==> src/rtl/sts_pkg.sv <==
// shared types, command codes and scratchpad helpers for the scratchpad handler
package sts_pkg;

  // command bytes
  localparam logic [7:0] CMD_WRITE   = 8'h4E;
  localparam logic [7:0] CMD_READ    = 8'hBE;
  localparam logic [7:0] CMD_RECALL  = 8'hB8;
  localparam logic [7:0] CMD_POWER   = 8'hB4;
  localparam logic [7:0] CMD_CONVERT = 8'h44;

  // fixed scratchpad content
  localparam logic [7:0] PAD_TEMP_LSB = 8'hA0;
  localparam logic [7:0] PAD_TEMP_MSB = 8'h00;
  localparam logic [7:0] PAD_RSVD_0   = 8'hFF;
  localparam logic [7:0] PAD_RSVD_1   = 8'h00;
  localparam logic [7:0] PAD_RSVD_2   = 8'h10;

  // register reset values
  localparam logic [7:0] TH_DEFAULT  = 8'h4B;
  localparam logic [7:0] TL_DEFAULT  = 8'h46;
  localparam logic [7:0] CFG_DEFAULT = 8'h7F;

  // reflected form of x^8+x^5+x^4+1
  localparam logic [7:0] CRC_POLY = 8'h8C;

  // bytes covered by the crc; the crc itself follows them on a read
  localparam int PAD_LEN = 8;

  typedef enum logic [1:0] {
    PH_WAIT  = 2'd0,
    PH_WRITE = 2'd1,
    PH_DONE  = 2'd2
  } phase_t;

  typedef enum logic [2:0] {
    KIND_READ    = 3'd0,
    KIND_OK      = 3'd1,
    KIND_UNKNOWN = 3'd2,
    KIND_MORE    = 3'd3,
    KIND_IGNORED = 3'd4,
    KIND_RESET   = 3'd5
  } kind_t;

  // one classified item, with a snapshot of the scratchpad for reads
  typedef struct packed {
    kind_t       kind;
    logic [7:0]  th;
    logic [7:0]  tl;
    logic [7:0]  cfg;
    logic [7:0]  crc;
  } cmd_rec_t;

  // front to crc unit
  typedef struct packed {
    logic        start;
    logic [7:0]  th;
    logic [7:0]  tl;
    logic [7:0]  cfg;
  } crc_req_t;

  // crc unit to front
  typedef struct packed {
    logic        busy;
    logic [7:0]  value;
  } crc_status_t;

  function automatic logic [7:0] pad_byte(input logic [2:0] idx, input logic [7:0] th,
                                          input logic [7:0] tl, input logic [7:0] cfg);
    logic [7:0] b;
    case (idx)
      3'd0:    b = PAD_TEMP_LSB;
      3'd1:    b = PAD_TEMP_MSB;
      3'd2:    b = th;
      3'd3:    b = tl;
      3'd4:    b = cfg;
      3'd5:    b = PAD_RSVD_0;
      3'd6:    b = PAD_RSVD_1;
      default: b = PAD_RSVD_2;
    endcase
    return b;
  endfunction

  // eight bit steps of the crc over one byte, lsb first
  function automatic logic [7:0] crc8_byte(input logic [7:0] crc_in, input logic [7:0] v_in);
    logic [7:0] c;
    logic [7:0] v;
    c = crc_in;
    v = v_in;
    for (int b = 0; b < 8; b++) begin
      if (c[0] ^ v[0]) begin
        c = (c >> 1) ^ CRC_POLY;
      end else begin
        c = c >> 1;
      end
      v = v >> 1;
    end
    return c;
  endfunction

  // whole-pad crc, used only for the reset constant
  function automatic logic [7:0] crc8_pad(input logic [7:0] th, input logic [7:0] tl,
                                          input logic [7:0] cfg);
    logic [7:0] c;
    c = 8'h00;
    for (int i = 0; i < PAD_LEN; i++) begin
      c = crc8_byte(c, pad_byte(3'(i), th, tl, cfg));
    end
    return c;
  endfunction

  localparam logic [7:0] CRC_DEFAULT = crc8_pad(TH_DEFAULT, TL_DEFAULT, CFG_DEFAULT);

endpackage

==> src/rtl/sts_crc.sv <==
// byte-serial crc8 unit holding the stored scratchpad crc
module sts_crc
  import sts_pkg::*;
(
  input  logic        clk,
  input  logic        rst,
  input  crc_req_t    req,
  output crc_status_t status
);

  logic       busy;
  logic [2:0] idx;
  logic [7:0] acc;
  logic [7:0] value;
  logic [7:0] acc_next;

  // one scratchpad byte per cycle from the live registers
  assign acc_next = crc8_byte(acc, pad_byte(idx, req.th, req.tl, req.cfg));

  always_ff @(posedge clk) begin
    if (rst) begin
      busy  <= 1'b0;
      value <= CRC_DEFAULT;
    end else if (req.start) begin
      busy <= 1'b1;
      acc  <= 8'h00;
      idx  <= 3'd0;
    end else if (busy) begin
      acc <= acc_next;
      idx <= idx + 3'd1;
      if (idx == 3'(PAD_LEN - 1)) begin
        value <= acc_next;
        busy  <= 1'b0;
      end
    end
  end

  assign status.busy  = busy;
  assign status.value = value;

  // a new pass never lands on one in flight
  a_no_restart: assert property (@(posedge clk) disable iff (rst) req.start |-> !busy)
    else $error("crc start while busy");

endmodule

==> src/rtl/sts_fifo.sv <==
// short queue of classified items between front and back
module sts_fifo
  import sts_pkg::*;
#(
  parameter int DEPTH = 4
) (
  input  logic     clk,
  input  logic     rst,
  input  logic     push,
  input  cmd_rec_t push_rec,
  input  logic     pop,
  output cmd_rec_t head,
  output logic     full,
  output logic     empty
);

  localparam int PW = (DEPTH > 1) ? $clog2(DEPTH) : 1;
  localparam int CW = $clog2(DEPTH + 1);

  cmd_rec_t        mem [DEPTH];
  logic [PW-1:0]   wr_ptr;
  logic [PW-1:0]   rd_ptr;
  logic [CW-1:0]   count;

  assign full  = (count == CW'(DEPTH));
  assign empty = (count == '0);
  assign head  = mem[rd_ptr];

  always_ff @(posedge clk) begin
    if (push) begin
      mem[wr_ptr] <= push_rec;
    end
  end

  always_ff @(posedge clk) begin
    if (rst) begin
      wr_ptr <= '0;
      rd_ptr <= '0;
      count  <= '0;
    end else begin
      if (push) begin
        wr_ptr <= (wr_ptr == PW'(DEPTH - 1)) ? '0 : wr_ptr + PW'(1);
      end
      if (pop) begin
        rd_ptr <= (rd_ptr == PW'(DEPTH - 1)) ? '0 : rd_ptr + PW'(1);
      end
      case ({push, pop})
        2'b10:   count <= count + CW'(1);
        2'b01:   count <= count - CW'(1);
        default: count <= count;
      endcase
    end
  end

  a_no_overflow: assert property (@(posedge clk) disable iff (rst) push |-> !full)
    else $error("push into full queue");
  a_no_underflow: assert property (@(posedge clk) disable iff (rst) pop |-> !empty)
    else $error("pop from empty queue");

endmodule

==> src/rtl/sts_front.sv <==
// front: takes items, runs the command phase machine and the scratchpad registers
module sts_front
  import sts_pkg::*;
(
  input  logic        clk,
  input  logic        rst,
  input  logic        in_valid,
  output logic        in_ready,
  input  logic        func,
  input  logic [7:0]  data_byte,
  output logic        push,
  output cmd_rec_t    rec,
  input  logic        full,
  output crc_req_t    crc_req,
  input  crc_status_t crc_st
);

  phase_t     phase, phase_next;
  logic [1:0] write_count, write_count_next;
  logic [7:0] alarm_high, alarm_low, config_byte;
  logic       accept;
  logic       wr_th, wr_tl, wr_cfg;

  // hold off while the crc is being rebuilt so reads see the new value
  assign in_ready = !full && !crc_st.busy;
  assign accept   = in_valid && in_ready;

  // next state
  always_comb begin
    phase_next       = phase;
    write_count_next = write_count;
    if (accept) begin
      if (func) begin
        phase_next       = PH_WAIT;
        write_count_next = 2'd0;
      end else begin
        case (phase)
          PH_WAIT: begin
            write_count_next = 2'd0;
            phase_next       = (data_byte == CMD_WRITE) ? PH_WRITE : PH_DONE;
          end
          PH_WRITE: begin
            if (write_count[1]) begin
              phase_next       = PH_DONE;
              write_count_next = 2'd0;
            end else begin
              write_count_next = write_count + 2'd1;
            end
          end
          default: begin
            phase_next = phase;
          end
        endcase
      end
    end
  end

  // outputs
  always_comb begin
    push          = accept;
    rec.kind      = KIND_IGNORED;
    rec.th        = alarm_high;
    rec.tl        = alarm_low;
    rec.cfg       = config_byte;
    rec.crc       = crc_st.value;
    crc_req.start = 1'b0;
    crc_req.th    = alarm_high;
    crc_req.tl    = alarm_low;
    crc_req.cfg   = config_byte;
    wr_th         = 1'b0;
    wr_tl         = 1'b0;
    wr_cfg        = 1'b0;
    if (accept) begin
      if (func) begin
        rec.kind      = KIND_RESET;
        crc_req.start = (phase == PH_WRITE);
      end else begin
        case (phase)
          PH_WAIT: begin
            case (data_byte)
              CMD_WRITE:                         rec.kind = KIND_MORE;
              CMD_READ:                          rec.kind = KIND_READ;
              CMD_CONVERT, CMD_RECALL, CMD_POWER: rec.kind = KIND_OK;
              default:                           rec.kind = KIND_UNKNOWN;
            endcase
          end
          PH_WRITE: begin
            wr_th  = (write_count == 2'd0);
            wr_tl  = (write_count == 2'd1);
            wr_cfg = write_count[1];
            if (write_count[1]) begin
              rec.kind      = KIND_OK;
              crc_req.start = 1'b1;
            end else begin
              rec.kind = KIND_MORE;
            end
          end
          default: begin
            rec.kind = KIND_IGNORED;
          end
        endcase
      end
    end
  end

  always_ff @(posedge clk) begin
    if (rst) begin
      phase       <= PH_WAIT;
      write_count <= 2'd0;
      alarm_high  <= TH_DEFAULT;
      alarm_low   <= TL_DEFAULT;
      config_byte <= CFG_DEFAULT;
    end else begin
      phase       <= phase_next;
      write_count <= write_count_next;
      if (wr_th) begin
        alarm_high <= data_byte;
      end
      if (wr_tl) begin
        alarm_low <= data_byte;
      end
      if (wr_cfg) begin
        config_byte <= data_byte;
      end
    end
  end

  // a reset that cuts a write short must rebuild the crc
  a_cut_write_crc: assert property (@(posedge clk) disable iff (rst)
    (accept && func && phase == PH_WRITE) |=> crc_st.busy)
    else $error("crc not rebuilt after interrupted write");

endmodule

==> src/rtl/sts_back.sv <==
// back: expands queued items into result items through an output register
module sts_back
  import sts_pkg::*;
(
  input  logic        clk,
  input  logic        rst,
  input  cmd_rec_t    head,
  input  logic        empty,
  output logic        pop,
  output logic        out_valid,
  input  logic        out_ready,
  output logic [2:0]  out_kind,
  output logic [7:0]  out_byte,
  output logic        last
);

  kind_t      kind;
  logic       busy;
  logic [3:0] cnt;
  cmd_rec_t   cur;
  logic       load;

  // output register is free when empty or being taken
  assign load = !out_valid || out_ready;
  assign pop  = load && !busy && !empty;

  always_ff @(posedge clk) begin
    if (rst) begin
      out_valid <= 1'b0;
      busy      <= 1'b0;
      cnt       <= 4'd0;
    end else if (load) begin
      if (busy) begin
        out_valid <= 1'b1;
        kind      <= KIND_READ;
        cnt       <= cnt + 4'd1;
        if (cnt == 4'(PAD_LEN)) begin
          out_byte <= cur.crc;
          last     <= 1'b1;
          busy     <= 1'b0;
        end else begin
          out_byte <= pad_byte(cnt[2:0], cur.th, cur.tl, cur.cfg);
          last     <= 1'b0;
        end
      end else if (!empty) begin
        out_valid <= 1'b1;
        kind      <= head.kind;
        if (head.kind == KIND_READ) begin
          out_byte <= pad_byte(3'd0, head.th, head.tl, head.cfg);
          last     <= 1'b0;
          busy     <= 1'b1;
          cnt      <= 4'd1;
          cur      <= head;
        end else begin
          out_byte <= 8'h00;
          last     <= 1'b1;
        end
      end else begin
        out_valid <= 1'b0;
      end
    end
  end

  assign out_kind = 3'(kind);

  // only a read is ever expanded into several results
  a_expand_read: assert property (@(posedge clk) disable iff (rst)
    busy |-> cur.kind == KIND_READ)
    else $error("expanding a non-read item");
  a_single_result: assert property (@(posedge clk) disable iff (rst)
    (out_valid && kind != KIND_READ) |-> (last && out_byte == 8'h00))
    else $error("bad non-read result");

endmodule

==> src/rtl/temp_sensor_scratchpad_slave.sv <==
// top level of the one-wire sensor scratchpad command handler
//
//   channel   signals                                   direction
//   input     in_valid, in_ready, func, data_byte       in  (ready out)
//   output    out_valid, out_ready, out_kind,           out (ready in)
//             out_byte, last
//
// each item gives one result, except a read scratchpad command which gives
// nine, one per cycle from the output register as the output port allows.
// completing a write, or a reset that cuts one short, starts the crc unit,
// which folds one scratchpad byte per cycle: no item is taken while it runs.
// rst is synchronous and returns the scratchpad to its default contents.
// the queue lets the front keep taking items while results wait downstream.
module temp_sensor_scratchpad_slave
  import sts_pkg::*;
#(
  parameter int DEPTH = 4
) (
  input  logic       clk,
  input  logic       rst,
  input  logic       in_valid,
  output logic       in_ready,
  input  logic       func,
  input  logic [7:0] data_byte,
  output logic       out_valid,
  input  logic       out_ready,
  output logic [2:0] out_kind,
  output logic [7:0] out_byte,
  output logic       last
);

  // front to queue
  logic        push;
  cmd_rec_t    rec;
  // queue to back
  cmd_rec_t    head;
  logic        full;
  logic        empty;
  logic        pop;
  // crc unit link
  crc_req_t    crc_req;
  crc_status_t crc_st;

  // phase machine and scratchpad registers; classifies each item
  sts_front u_front (
    .clk       (clk),
    .rst       (rst),
    .in_valid  (in_valid),
    .in_ready  (in_ready),
    .func      (func),
    .data_byte (data_byte),
    .push      (push),
    .rec       (rec),
    .full      (full),
    .crc_req   (crc_req),
    .crc_st    (crc_st)
  );

  // stored crc and its byte-serial rebuild
  sts_crc u_crc (
    .clk    (clk),
    .rst    (rst),
    .req    (crc_req),
    .status (crc_st)
  );

  // classified items with their scratchpad snapshot
  sts_fifo #(
    .DEPTH (DEPTH)
  ) u_fifo (
    .clk      (clk),
    .rst      (rst),
    .push     (push),
    .push_rec (rec),
    .pop      (pop),
    .head     (head),
    .full     (full),
    .empty    (empty)
  );

  // result sequencing onto the output channel
  sts_back u_back (
    .clk       (clk),
    .rst       (rst),
    .head      (head),
    .empty     (empty),
    .pop       (pop),
    .out_valid (out_valid),
    .out_ready (out_ready),
    .out_kind  (out_kind),
    .out_byte  (out_byte),
    .last      (last)
  );

endmodule

==> config.mk <==
export PLATFORM = sky130hd
export DESIGN_NAME = temp_sensor_scratchpad_slave
export DESIGN_NICKNAME = d
export VERILOG_FILES = /design/src/rtl/sts_pkg.sv /design/src/rtl/sts_crc.sv /design/src/rtl/sts_fifo.sv /design/src/rtl/sts_front.sv /design/src/rtl/sts_back.sv /design/src/rtl/temp_sensor_scratchpad_slave.sv
export SDC_FILE = /design/constraint.sdc
export NUM_CORES = 1
export LEC_CHECK = 0
export BUFFER_PORTS_ARGS = -buffer_cell sky130_fd_sc_hd__buf_4
export CORE_MARGIN = 2
export CORE_UTILIZATION = 36
export DETAILED_ROUTE_END_ITERATION = 16
export PLACE_DENSITY = 0.54
export SLEW_MARGIN = 25
export SYNTH_ARGS = -nofsm -noshare
export SYNTH_HDL_FRONTEND = slang
export SYNTH_SLANG_ARGS = --single-unit
==> constraint.sdc <==
create_clock -name clk -period 3.15 [get_ports clk]
set_input_delay 0.1575 -clock clk [delete_from_list [all_inputs] [get_ports clk]]
set_output_delay 0.1575 -clock clk [all_outputs]
set_load 0.01 [all_outputs]
==> results.json, run 1 <==
{
  "status": "completed",
  "clk_path_buf_depth": 3,
  "holdPathEnd": "u_back.busy$_SDFFE_PP0N_",
  "final_util_pct": 42.6,
  "fmax_ghz": 0.342,
  "p_per_area_nw_per_um2": 715,
  "synth_nets": 659,
  "synth-seq-cells": 247,
  "hold_violations": 0,
  "core_area_um2": 26900,
  "r2r_cells": 8,
  "grt_max_degree": 36,
  "ff2ff_setup_slack_ps": 220,
  "fin_cells": 1041,
  "hold_depth": 4,
  "critPathTopFamily": "XOR/XNOR gates",
  "worstReg2RegEnd": "u_crc.acc[3]$_SDFFCE_PP0P_",
  "die_y_um": 169,
  "portBuffers": 26,
  "ys.flop_type": "edfxtp_1",
  "clk_latency_ps": 520,
  "cp_slowest_cell": "xnor3_1",
  "htreeDepth": 1,
  "grt_pass1_wl_mm": 31.7,
  "final_layout_size_suffix_gt1_share_pct": 18.3,
  "placedCellCount": 984,
  "vdd_drop_max_uv": 316,
  "slowest_delay_ps": 510,
  "place.gp.congestion": 0.790,
  "antenna_found_initial": 0,
  "critPathArrivalTime_ps": 3300,
  "postSynthAreaPerCell_um2": 15.6,
  "start_util_pct": 36.5,
  "synth_cells": 627,
  "clk_pin_slew_ps": 60,
  "nFillCells": 2407,
  "cp.buffers_inverters": 0,
  "rsz0062_at_grt": "no",
  "area_delta_synth_final_pct": 16.7,
  "drtIter0Drc": 411,
  "routedWlPerCell_um": 19.8,
  "grt_usage_pct": 14.7,
  "endpoint_kind": "flop",
  "maxCapViolCount": 0,
  "antenna_cells": 0,
  "layout_common_cells": "edfxtp_1 (195), dfxtp_1 (51), nor2_1 (50), nand2_1 (47), buf_4 (43)",
  "ys_warn_count": 0,
  "required_ps": 3530,
  "hold_class": "input port to flop",
  "slew_viol_final": 0,
  "mostFrequentLayoutCell": "edfxtp_1",
  "synth.distinct_cells": 52,
  "max-slew-margin-rel_pct": 54.2,
  "die_area_um2": 28600,
  "startpoint_type": "flop",
  "synth_area_um2": 9810,
  "ys_async_sr_fraction_pct": 0,
  "seq_area_frac_synth_pct": 70.3,
  "min_from": "out_ready",
  "r2r-start": "u_crc.idx[0]$_SDFFCE_PP0P_",
  "cts_tree": "done",
  "drt_wl_total_mm": 20.6,
  "crit_path_max_fanout": 8,
  "p_leak_nw": 3.61,
  "dr_total_vias": 5404,
  "worst_clock_skew_ps": 13.1,
  "cts_sinks": 247,
  "drc": 0,
  "period_share_pct": 92.9,
  "fin_tns_setup_ps": 0,
  "drtAntennaViolNets": 0,
  "io_pins": 27,
  "dpl.hpwl_mm": 13.7,
  "tightest_slew_ps": 686,
  "viasPerCell": 5.19,
  "critPathKind": "flop to flop",
  "fin_crit_ps": 2930,
  "finalSetupViolCount": 0,
  "dr.pass1.iters": 5,
  "cts_made_buffers": 26,
  "grt_pass1_vias": 5503,
  "globalRoute.totalOverflow": 0,
  "row_count": 60,
  "crit_chain": "ha_1 > o31a_1 > a211oi_4 > nor3_1 > xnor2_1 > xnor2_2 > xnor3_1 > nor2_1",
  "cts-root-buf": "clkbuf_16",
  "synth_edf_count": 195,
  "die_w_um": 169,
  "nets": 713
}
per-stage QoR:
| stage | hold slack [ps] | area [um^2] | total power, mW | setup slack [ps] |
|---|---|---|---|---|
| after CTS | 46.7 | 11400 | 8.28 | 81.6 |
| final | 65.8 | 11400 | 8.18 | 225 |
| after global routing | 59.1 | 11400 | 8.52 | 50.4 |
| after detailed placement | 400 | 10400 | 5.14 | 202 |
| after floorplan | 254 | 9810 | 4.71 | 320 |
| after global placement | 396 | 10400 | 5.10 | 313 |
synthesized netlist by cell type (all sizes together) (3+ instances only):
cell,count,area [um^2]
edfxtp,195,5860
dfxtp,52,1040
nor2,52,198
nand2,47,176
mux4,35,788
a21oi,32,160
clkbuf,20,75.1
o21ai,20,100
ha,18,225
mux2i,18,180
inv,17,63.8
nand3,14,70.1
xnor2,14,138
nor3,8,40.0
and2,7,43.8
buf,7,37.5
xor2,7,61.3
and3,6,37.5
a221oi,5,43.8
nor2b,5,31.3
a21o,4,30.0
a222oi,4,40.0
a31oi,3,18.8
nand2b,3,18.8
nor4,3,18.8
o211ai,3,22.5
metal layers:
| metal | vias to the layer above | routed length [um] | part of all wire, % | GRT usage, % |
|---|---|---|---|---|
| li1 | 2497 | - | - | - |
| met1 | 2750 | 9010 | 44 | 18.9 |
| met2 | 122 | 10200 | 50 | 25.5 |
| met3 | 35 | 863 | 4.2 | 2.20 |
| met4 | 0 | 537 | 2.6 | 4.87 |
| met5 | - | 0 | 0 | 0 |
worst max path at each step:
stage / from / to / slack, ps / cells past startpoint
floorplan: flop / u_back.cur[0]$_DFFE_PP_ / 320 / 5
global placement: u_crc.idx[0]$_SDFFCE_PP0P_ / u_crc.acc[2]$_SDFFCE_PP0P_ / 310 / 8
detailed placement: u_crc.idx[0]$_SDFFCE_PP0P_ / u_crc.acc[2]$_SDFFCE_PP0P_ / 200 / 8
CTS: u_crc.idx[0]$_SDFFCE_PP0P_ / u_crc.acc[2]$_SDFFCE_PP0P_ / 80 / 8
global route: u_crc.idx[0]$_SDFFCE_PP0P_ / u_crc.acc[3]$_SDFFCE_PP0P_ / 50 / 9
finish: u_crc.idx[0]$_SDFFCE_PP0P_ / u_crc.acc[3]$_SDFFCE_PP0P_ / 220 / 8
state kept, by name, indices dropped and copies added (netlist names), 2 cells and up, named ones only:
name / cells
u_front.phase: 2
u_front.alarm_high: 8
u_crc.idx: 3
u_front.write_count: 2
u_back.out_byte: 8
u_crc.value: 8
u_front.config_byte: 8
u_back.cur: 32
u_fifo.wr_ptr: 2
u_fifo.rd_ptr: 2
u_fifo.count: 3
u_crc.acc: 8
u_back.out_kind: 3
u_fifo.mem: 140
u_front.alarm_low: 8
u_back.cnt: 4
report_power, final:
| group | switching, mW | leakage, nW | total [mW] | internal, mW |
|---|---|---|---|---|
| Sequential | 0.0969 | 1.92 | 3.87 | 3.78 |
| Clock | 1.21 | 0.429 | 3.12 | 1.91 |
| Combinational | 0.696 | 1.25 | 1.19 | 0.491 |
worst min-delay path: cells and delay by family:
family	cells	cell delay, ps
buffers and inverters	1	80
AOI/OAI and AO/OA	2	240
and+or+nand+nor	1	50
cell type report:
type | instances | area (um^2) | area share, %
multi-input cells | 334 | 2740 | 23.9
clock buffers | 31 | 701 | 6.12
well taps | 341 | 427 | 3.73
inverters | 19 | 71.3 | 0.623
flip-flops and latches | 247 | 6900 | 60.3
repair buffers | 53 | 423 | 3.70
clock inverters | 16 | 188 | 1.64
kinds of logic after synthesis:
group | Yosys count | synth area share, %
multiplexers | 53 | 9.87
flip-flops | 247 | 70.3
AO/OA/AOI/OAI | 85 | 5.64
adder cells (fa/ha/maj) | 19 | 2.50
AND/OR/NAND/NOR | 153 | 7.07
buffers and inverters | 46 | 1.88
XOR/XNOR | 24 | 2.73
repair_timing:
action                                 CTS  global route
setup endpoints to repair                0             4
endpoints found under the hold margin   34             0
hold buffers                            10             0
resized for setup                        0             1
setup buffers                            0             0
No activity file was read; power rests on OpenSTA's default activity.
==> run 2, diff against run 1 <==
PLACE_DENSITY = 0.62   (was 0.54)
==> results.json, run 2 (synthesized netlist as in run 1, its figures left out) <==
{
  "period_share_pct": 95.1,
  "p_seq_share_pct": 47.0,
  "maxCapViolCount": 0,
  "row_count": 60,
  "htreeDepth": 1,
  "io_pins": 27,
  "largest_reg_flops": 140,
  "final_layout_size_suffix_gt1_share_pct": 17.7,
  "grt_use_met3_pct": 2.24,
  "cts-root-buf": "clkbuf_16",
  "slowest_delay_ps": 490,
  "drc": 0,
  "crit_path_max_fanout": 9,
  "use_met2_pct": 24.1,
  "dr_total_vias": 5430,
  "critPathArrivalTime_ps": 3360,
  "startpoint_type": "flop",
  "p_comb_share_pct": 14.3,
  "clk_path_buf_depth": 3,
  "top_register": "u_fifo.mem",
  "rsz0062_at_grt": "no",
  "mostFrequentLayoutCell": "edfxtp_1",
  "hold_violations": 0,
  "fin_cells": 1037,
  "nets": 708,
  "worst_clock_skew_ps": 11.0,
  "fin_tns_setup_ps": 0,
  "vdd_drop_max_uv": 384,
  "dr.pass1.iters": 6,
  "status": "completed",
  "antenna_found_initial": 0,
  "required_ps": 3510,
  "drt_wl_total_mm": 20.1,
  "start_util_pct": 36.5,
  "hold_class": "input port to flop",
  "placedCellCount": 979,
  "p_leak_nw": 3.60,
  "grt_usage_pct": 14.3,
  "whs_ps": 48.2,
  "drtAntennaViolNets": 0,
  "place.gp.congestion": 0.902,
  "clk_latency_ps": 520,
  "routedWlPerCell_um": 19.4,
  "grt_pass1_wl_mm": 31.5,
  "finalSetupViolCount": 0,
  "reg_top3": "u_fifo.mem: 140 flops, u_back.cur: 32 flops",
  "endpoint_kind": "flop",
  "die_w_um": 169,
  "clk_pin_slew_ps": 60,
  "critPathTopFamily": "XOR/XNOR gates",
  "portBuffers": 26,
  "die_y_um": 169,
  "clkPwrFrac_pct": 38.7,
  "slew_viol_final": 0,
  "cts_tree": "done",
  "dpl.hpwl_mm": 13.3,
  "switching_share_pct": 23.8,
  "cts_made_buffers": 26,
  "viasPerCell": 5.24,
  "top_usage_layer": "met2",
  "max-slew-margin-rel_pct": 52.0,
  "critPathKind": "flop to flop",
  "grt_use_met1_pct": 18.8,
  "grt_pass1_vias": 5647,
  "p_per_area_nw_per_um2": 719,
  "drtIter0Drc": 508,
  "tightest_slew_ps": 715,
  "p_sw_mw": 1.96,
  "crit_chain": "inv_1 > ha_1 > o31a_1 > a211oi_4 > nor3_1 > xnor2_1 > xnor2_2 > xnor3_1 > nor2_1",
  "layout_common_cells": "edfxtp_1 (195), dfxtp_1 (51), nor2_1 (50), nand2_1 (47), buf_4 (39)",
  "cts_sinks": 247,
  "antenna_cells": 0,
  "globalRoute.totalOverflow": 0,
  "cp_slowest_cell": "xnor3_1",
  "p_int_mw": 6.27,
  "fmax_ghz": 0.334,
  "core_area_um2": 26900,
  "die_area_um2": 28600,
  "grt_max_degree": 38,
  "cp.buffers_inverters": 1,
  "fin_crit_ps": 3000,
  "area_delta_synth_final_pct": 16.6
}
## run 2: cell types whose count changed in the layout (fill, tap and decap cells not counted)
cell and change:
xnor2_2 +1, bufinv_16 +1, clkinv_2 -1, dlygate4sd3_1 -1, clkinv_4 +1, clkbuf_1 +6
clkinvlp_4 -2, inv_6 -1, clkinv_1 -3, buf_4 -4, xnor2_1 -1
## run 2: metrics by stage
stage | power, mW | util (%) | instance area [um^2] | setup slack [ps]
2_1_floorplan | 4.71 | - | 9810 | 320
4_1_cts | 8.30 | 42.5 | 11400 | 67.7
5_1_grt | 8.55 | 42.5 | 11400 | 16.9
6_report | 8.23 | 42.5 | 11400 | 153
3_5_place_dp | 5.12 | 38.7 | 10400 | 100
3_3_place_gp | 5.08 | 38.7 | 10400 | 237
## run 2: area by class of cell
type	count	area, um^2
Sequential cell	247	6900
Timing Repair Buffer	48	383
Inverter	19	71.3
Fill cell	2342	15400
Clock inverter	11	186
Clock buffer	37	723
Multi-Input combinational cell	334	2750
Tap cell	341	427
## run 2: metal layers
| metal | share of wire (%) | routed length, um |
|---|---|---|
| met5 | 0 | 0 |
| met4 | 2.8 | 561 |
| met3 | 6.1 | 1230 |
| met2 | 49 | 9840 |
| met1 | 42 | 8490 |
## run 2: timing repair
| action | 4_1_cts | 5_1_grt |
|---|---|---|
| gates resized for setup | 0 | 2 |
| setup endpoints to repair | 0 | 6 |
| buffers inserted | 0 | 1 |
| endpoints found under the hold margin | 26 | 0 |
| hold buffers | 9 | 0 |
## run 2: worst paths after layout
| kind | cells after the start | start | slack [ps] | end |
|---|---|---|---|---|
| max | 9 | u_crc.idx[0]$_SDFFCE_PP0P_ | 150 | u_crc.acc[3]$_SDFFCE_PP0P_ |
| min | 3 | in_valid | 50 | u_front.phase[1]$_SDFFE_PP0P_ |
| max reg2reg | 9 | u_crc.idx[0]$_SDFFCE_PP0P_ | 150 | u_crc.acc[3]$_SDFFCE_PP0P_ |
| min reg2reg | 2 | u_front.write_count[0]$_SDFFE_PP0P_ | 490 | u_front.write_count[0]$_SDFFE_PP0P_ |
## run 2: power groups by stage
| stage | Combinational (mW) | Clock, mW | Sequential [mW] |
|---|---|---|---|
| 4_1_cts | 1.19 | 3.24 | 3.87 |
| 2_1_floorplan | 0.779 | 0 | 3.93 |
| 5_1_grt | 1.29 | 3.37 | 3.89 |
| 3_5_place_dp | 1.18 | 0 | 3.94 |
| 3_3_place_gp | 1.15 | 0 | 3.93 |
| 6_report | 1.17 | 3.18 | 3.87 |
## run 2: worst reg2reg max path: cells and delay by family (launching register included)
kind / cells / cell delay (ps)
adders and majority gates: 1 / 320
xor gates and xnor gates: 3 / 1030
AOI/OAI and AO/OA: 2 / 680
buffers and inverters: 1 / 100
and+or+nand+nor: 2 / 260
DFF: 1 / 450
==> run 3, diff against run 2 <==
ABC_AREA = 1   (was default)
==> results.json, run 3 <==
{
  "status": "completed",
  "synth_adder_area_share_pct": 2.39,
  "critPathTopFamily": "simple AND/OR/NAND/NOR gates",
  "viasPerCell": 5.01,
  "clk_pin_slew_ps": 60,
  "ys.flop_type": "edfxtp_1",
  "ff2ff_setup_slack_ps": 470,
  "layout_common_cells": "edfxtp_1 (195), nand2_1 (132), nor2_1 (120), o21ai_0 (95), inv_1 (67)",
  "power_mw": 8.19,
  "clk_path_buf_depth": 3,
  "drtIter0Drc": 590,
  "maxCapViolCount": 0,
  "largest_reg_flops": 140,
  "postSynthAreaPerCell_um2": 11.2,
  "r2r_cells": 16,
  "synth_xor_area_share_pct": 0.938,
  "crit_chain": "ha_1 > ha_1 > a21oi_4 > nand3_4 > nand2_1 > nand2_1 > nand2_1 > nand2_1 > nand2_1 > nand3_1 > nand2_2 > nand2_1 > nand2_1 > nand2_1 > nand2_1 > nor2_1",
  "die_w_um": 173,
  "cts-root-buf": "clkbuf_16",
  "post-synth-top-area-cell": "edfxtp_1",
  "clk_latency_ps": 530,
  "critPathArrivalTime_ps": 2950,
  "globalRoute.totalOverflow": 0,
  "cp_common_cell": "nand2_1",
  "row_count": 61,
  "grt_pass1_wl_mm": 35.3,
  "final_util_pct": 42.2,
  "synth-seq-cells": 247,
  "startpoint_type": "flop",
  "fin_tns_setup_ps": 0,
  "p_leak_nw": 4.08,
  "worst_clock_skew_ps": 21.5,
  "dp_slack_ps": 471,
  "synth-simple-area-share_pct": 14.0,
  "synth_edf_count": 195,
  "fin_crit_ps": 2680,
  "hold_violations": 0,
  "grt_use_met3_pct": 2.40,
  "use_met2_pct": 24.9,
  "dr_total_vias": 6764,
  "cp.buffers_inverters": 0,
  "p_per_area_nw_per_um2": 695,
  "start_util_pct": 36.8,
  "drt_wl_total_mm": 22.3,
  "rsz0062_at_grt": "no",
  "yosys-top-cells-area": "edfxtp_1 (57%), dfxtp_1 (10%), nand2_1 (4.8%)",
  "synth_top_family_by_area": "simple AND/OR/NAND/NOR gates",
  "synth_cells": 917,
  "top_register": "u_fifo.mem",
  "hold_depth": 2,
  "final_cell_area_um2": 11800,
  "seq_area_frac_synth_pct": 67.1,
  "ys_async_sr_fraction_pct": 0,
  "core_area_um2": 27900,
  "dpl.hpwl_mm": 14.6,
  "io_pins": 27,
  "top_usage_layer": "met2",
  "die_area_um2": 29900,
  "period_share_pct": 85.0,
  "grt_usage_pct": 14.9,
  "critPathKind": "flop to flop",
  "max-slew-margin-rel_pct": 41.1,
  "drc": 0,
  "slew_viol_final": 0,
  "dr.pass1.iters": 5,
  "portBuffers": 26,
  "cp_slowest_cell": "edfxtp_1",
  "grt_pass1_vias": 6505,
  "synth_mux_area_share_pct": 0,
  "antenna_found_initial": 0,
  "antenna_cells": 0,
  "final_layout_size_suffix_gt1_share_pct": 10.8,
  "fin_ws_ps": 473,
  "routedWlPerCell_um": 16.5,
  "fmax_ghz": 0.374,
  "holdPathEnd": "u_back.cnt[2]$_SDFFE_PP0P_",
  "area_delta_synth_final_pct": 14.8,
  "synth_nets": 949,
  "endpoint_kind": "flop",
  "ys_warn_count": 0,
  "required_ps": 3420,
  "yosysTopAreaCellShare_pct": 57.0,
  "worstReg2RegEnd": "u_crc.acc[0]$_SDFFCE_PP0P_",
  "slowest_delay_ps": 470,
  "vdd_drop_max_uv": 374,
  "nets": 984,
  "mostFrequentLayoutCell": "edfxtp_1",
  "grt_use_met1_pct": 20.0,
  "cts_tree": "done",
  "cts_made_buffers": 26,
  "synth_area_um2": 10300,
  "htreeDepth": 1,
  "cts_sinks": 247,
  "r2r-start": "u_crc.idx[0]$_SDFFCE_PP0P_",
  "min_from": "rst",
  "synth_common_cells": "edfxtp_1 (195), nand2_1 (132), nor2_1 (125), o21ai_0 (95), inv_1 (68)",
  "cts_setup_buffers": 0,
  "finalSetupViolCount": 0,
  "synth.distinct_cells": 47,
  "synth.most_common_cell": "edfxtp_1",
  "crit_path_max_fanout": 16,
  "synth-compound-area-share_pct": 11.2,
  "place_area_um2": 10900,
  "hold_class": "input port to flop",
  "tightest_slew_ps": 876,
  "reg_top3": "u_fifo.mem: 140 flops, u_back.cur: 32 flops",
  "place.gp.congestion": 0.816,
  "drtAntennaViolNets": 0,
  "grt_max_degree": 57,
  "die_y_um": 173
}
-- run 3: layout make-up --
| cell class | instances | area (um^2) |
|---|---|---|
| Tap cell | 378 | 473 |
| Multi-Input combinational cell | 556 | 2960 |
| Clock buffer | 38 | 746 |
| Clock inverter | 9 | 56.3 |
| Timing Repair Buffer | 49 | 390 |
| Sequential cell | 247 | 6900 |
| Inverter | 72 | 275 |
| Fill cell | 2632 | 16100 |
-- run 3: how the worst max path moves through the flow --
| stage | startpoint | to | cells past startpoint |
|---|---|---|---|
| after floorplan | flop | u_back.cur[0]$_DFFE_PP_ | 8 |
| after global placement | u_crc.idx[2]$_SDFFCE_PP0P_ | u_crc.acc[0]$_SDFFCE_PP0P_ | 16 |
| after detailed placement | u_crc.idx[0]$_SDFFCE_PP0P_ | u_crc.acc[0]$_SDFFCE_PP0P_ | 16 |
| after CTS | u_crc.idx[0]$_SDFFCE_PP0P_ | u_crc.acc[0]$_SDFFCE_PP0P_ | 16 |
| after global routing | u_crc.idx[2]$_SDFFCE_PP0P_ | u_crc.value[3]$_SDFFE_PP1P_ | 19 |
| final | u_crc.idx[0]$_SDFFCE_PP0P_ | u_crc.acc[0]$_SDFFCE_PP0P_ | 16 |
-- run 3: cell families after synthesis --
kind of cell             count (synthesis)
flip-flops                             247
AO/OA/AOI/OAI                          195
AND/OR/NAND/NOR                        334
adder cells (fa/ha/maj)                 19
buffers and inverters                  114
XOR/XNOR                                 8
-- run 3: per-layer routing --
| metal | vias to the layer above | share of wire (%) |
|---|---|---|
| met2 | 197 | 47 |
| met5 | - | 0 |
| met1 | 3226 | 44 |
| li1 | 3306 | - |
| met3 | 35 | 6.1 |
| met4 | 0 | 2.4 |
-- run 3: repair_timing --
| item | CTS | global route |
|---|---|---|
| resized for setup | 0 | 0 |
| hold buffers | 9 | 0 |
| hold endpoints to repair | 24 | 0 |
-- run 3: per-stage QoR --
step / instances / hold slack, ps
after floorplan: 917 / 271
after global placement: 1293 / 413
after detailed placement: 1293 / 422
after CTS: 1349 / 4.00
after global routing: 1349 / 27.8
final: 1349 / 26.3
-- run 3: worst reg2reg max path, delay by kind of cell (launching register included) --
family | cells | cell delay (ps)
simple gates | 13 | 1160
fa+ha+maj | 2 | 600
flops | 1 | 470
compound gates | 1 | 180
-- run 3: where the power goes --
part | internal (mW) | switching (mW) | leakage [nW]
clock | 1.64 | 1.18 | 0.396
sequential | 3.84 | 0.105 | 1.97
combinational | 0.421 | 1.01 | 1.72
total | 5.90 | 2.29 | 4.08
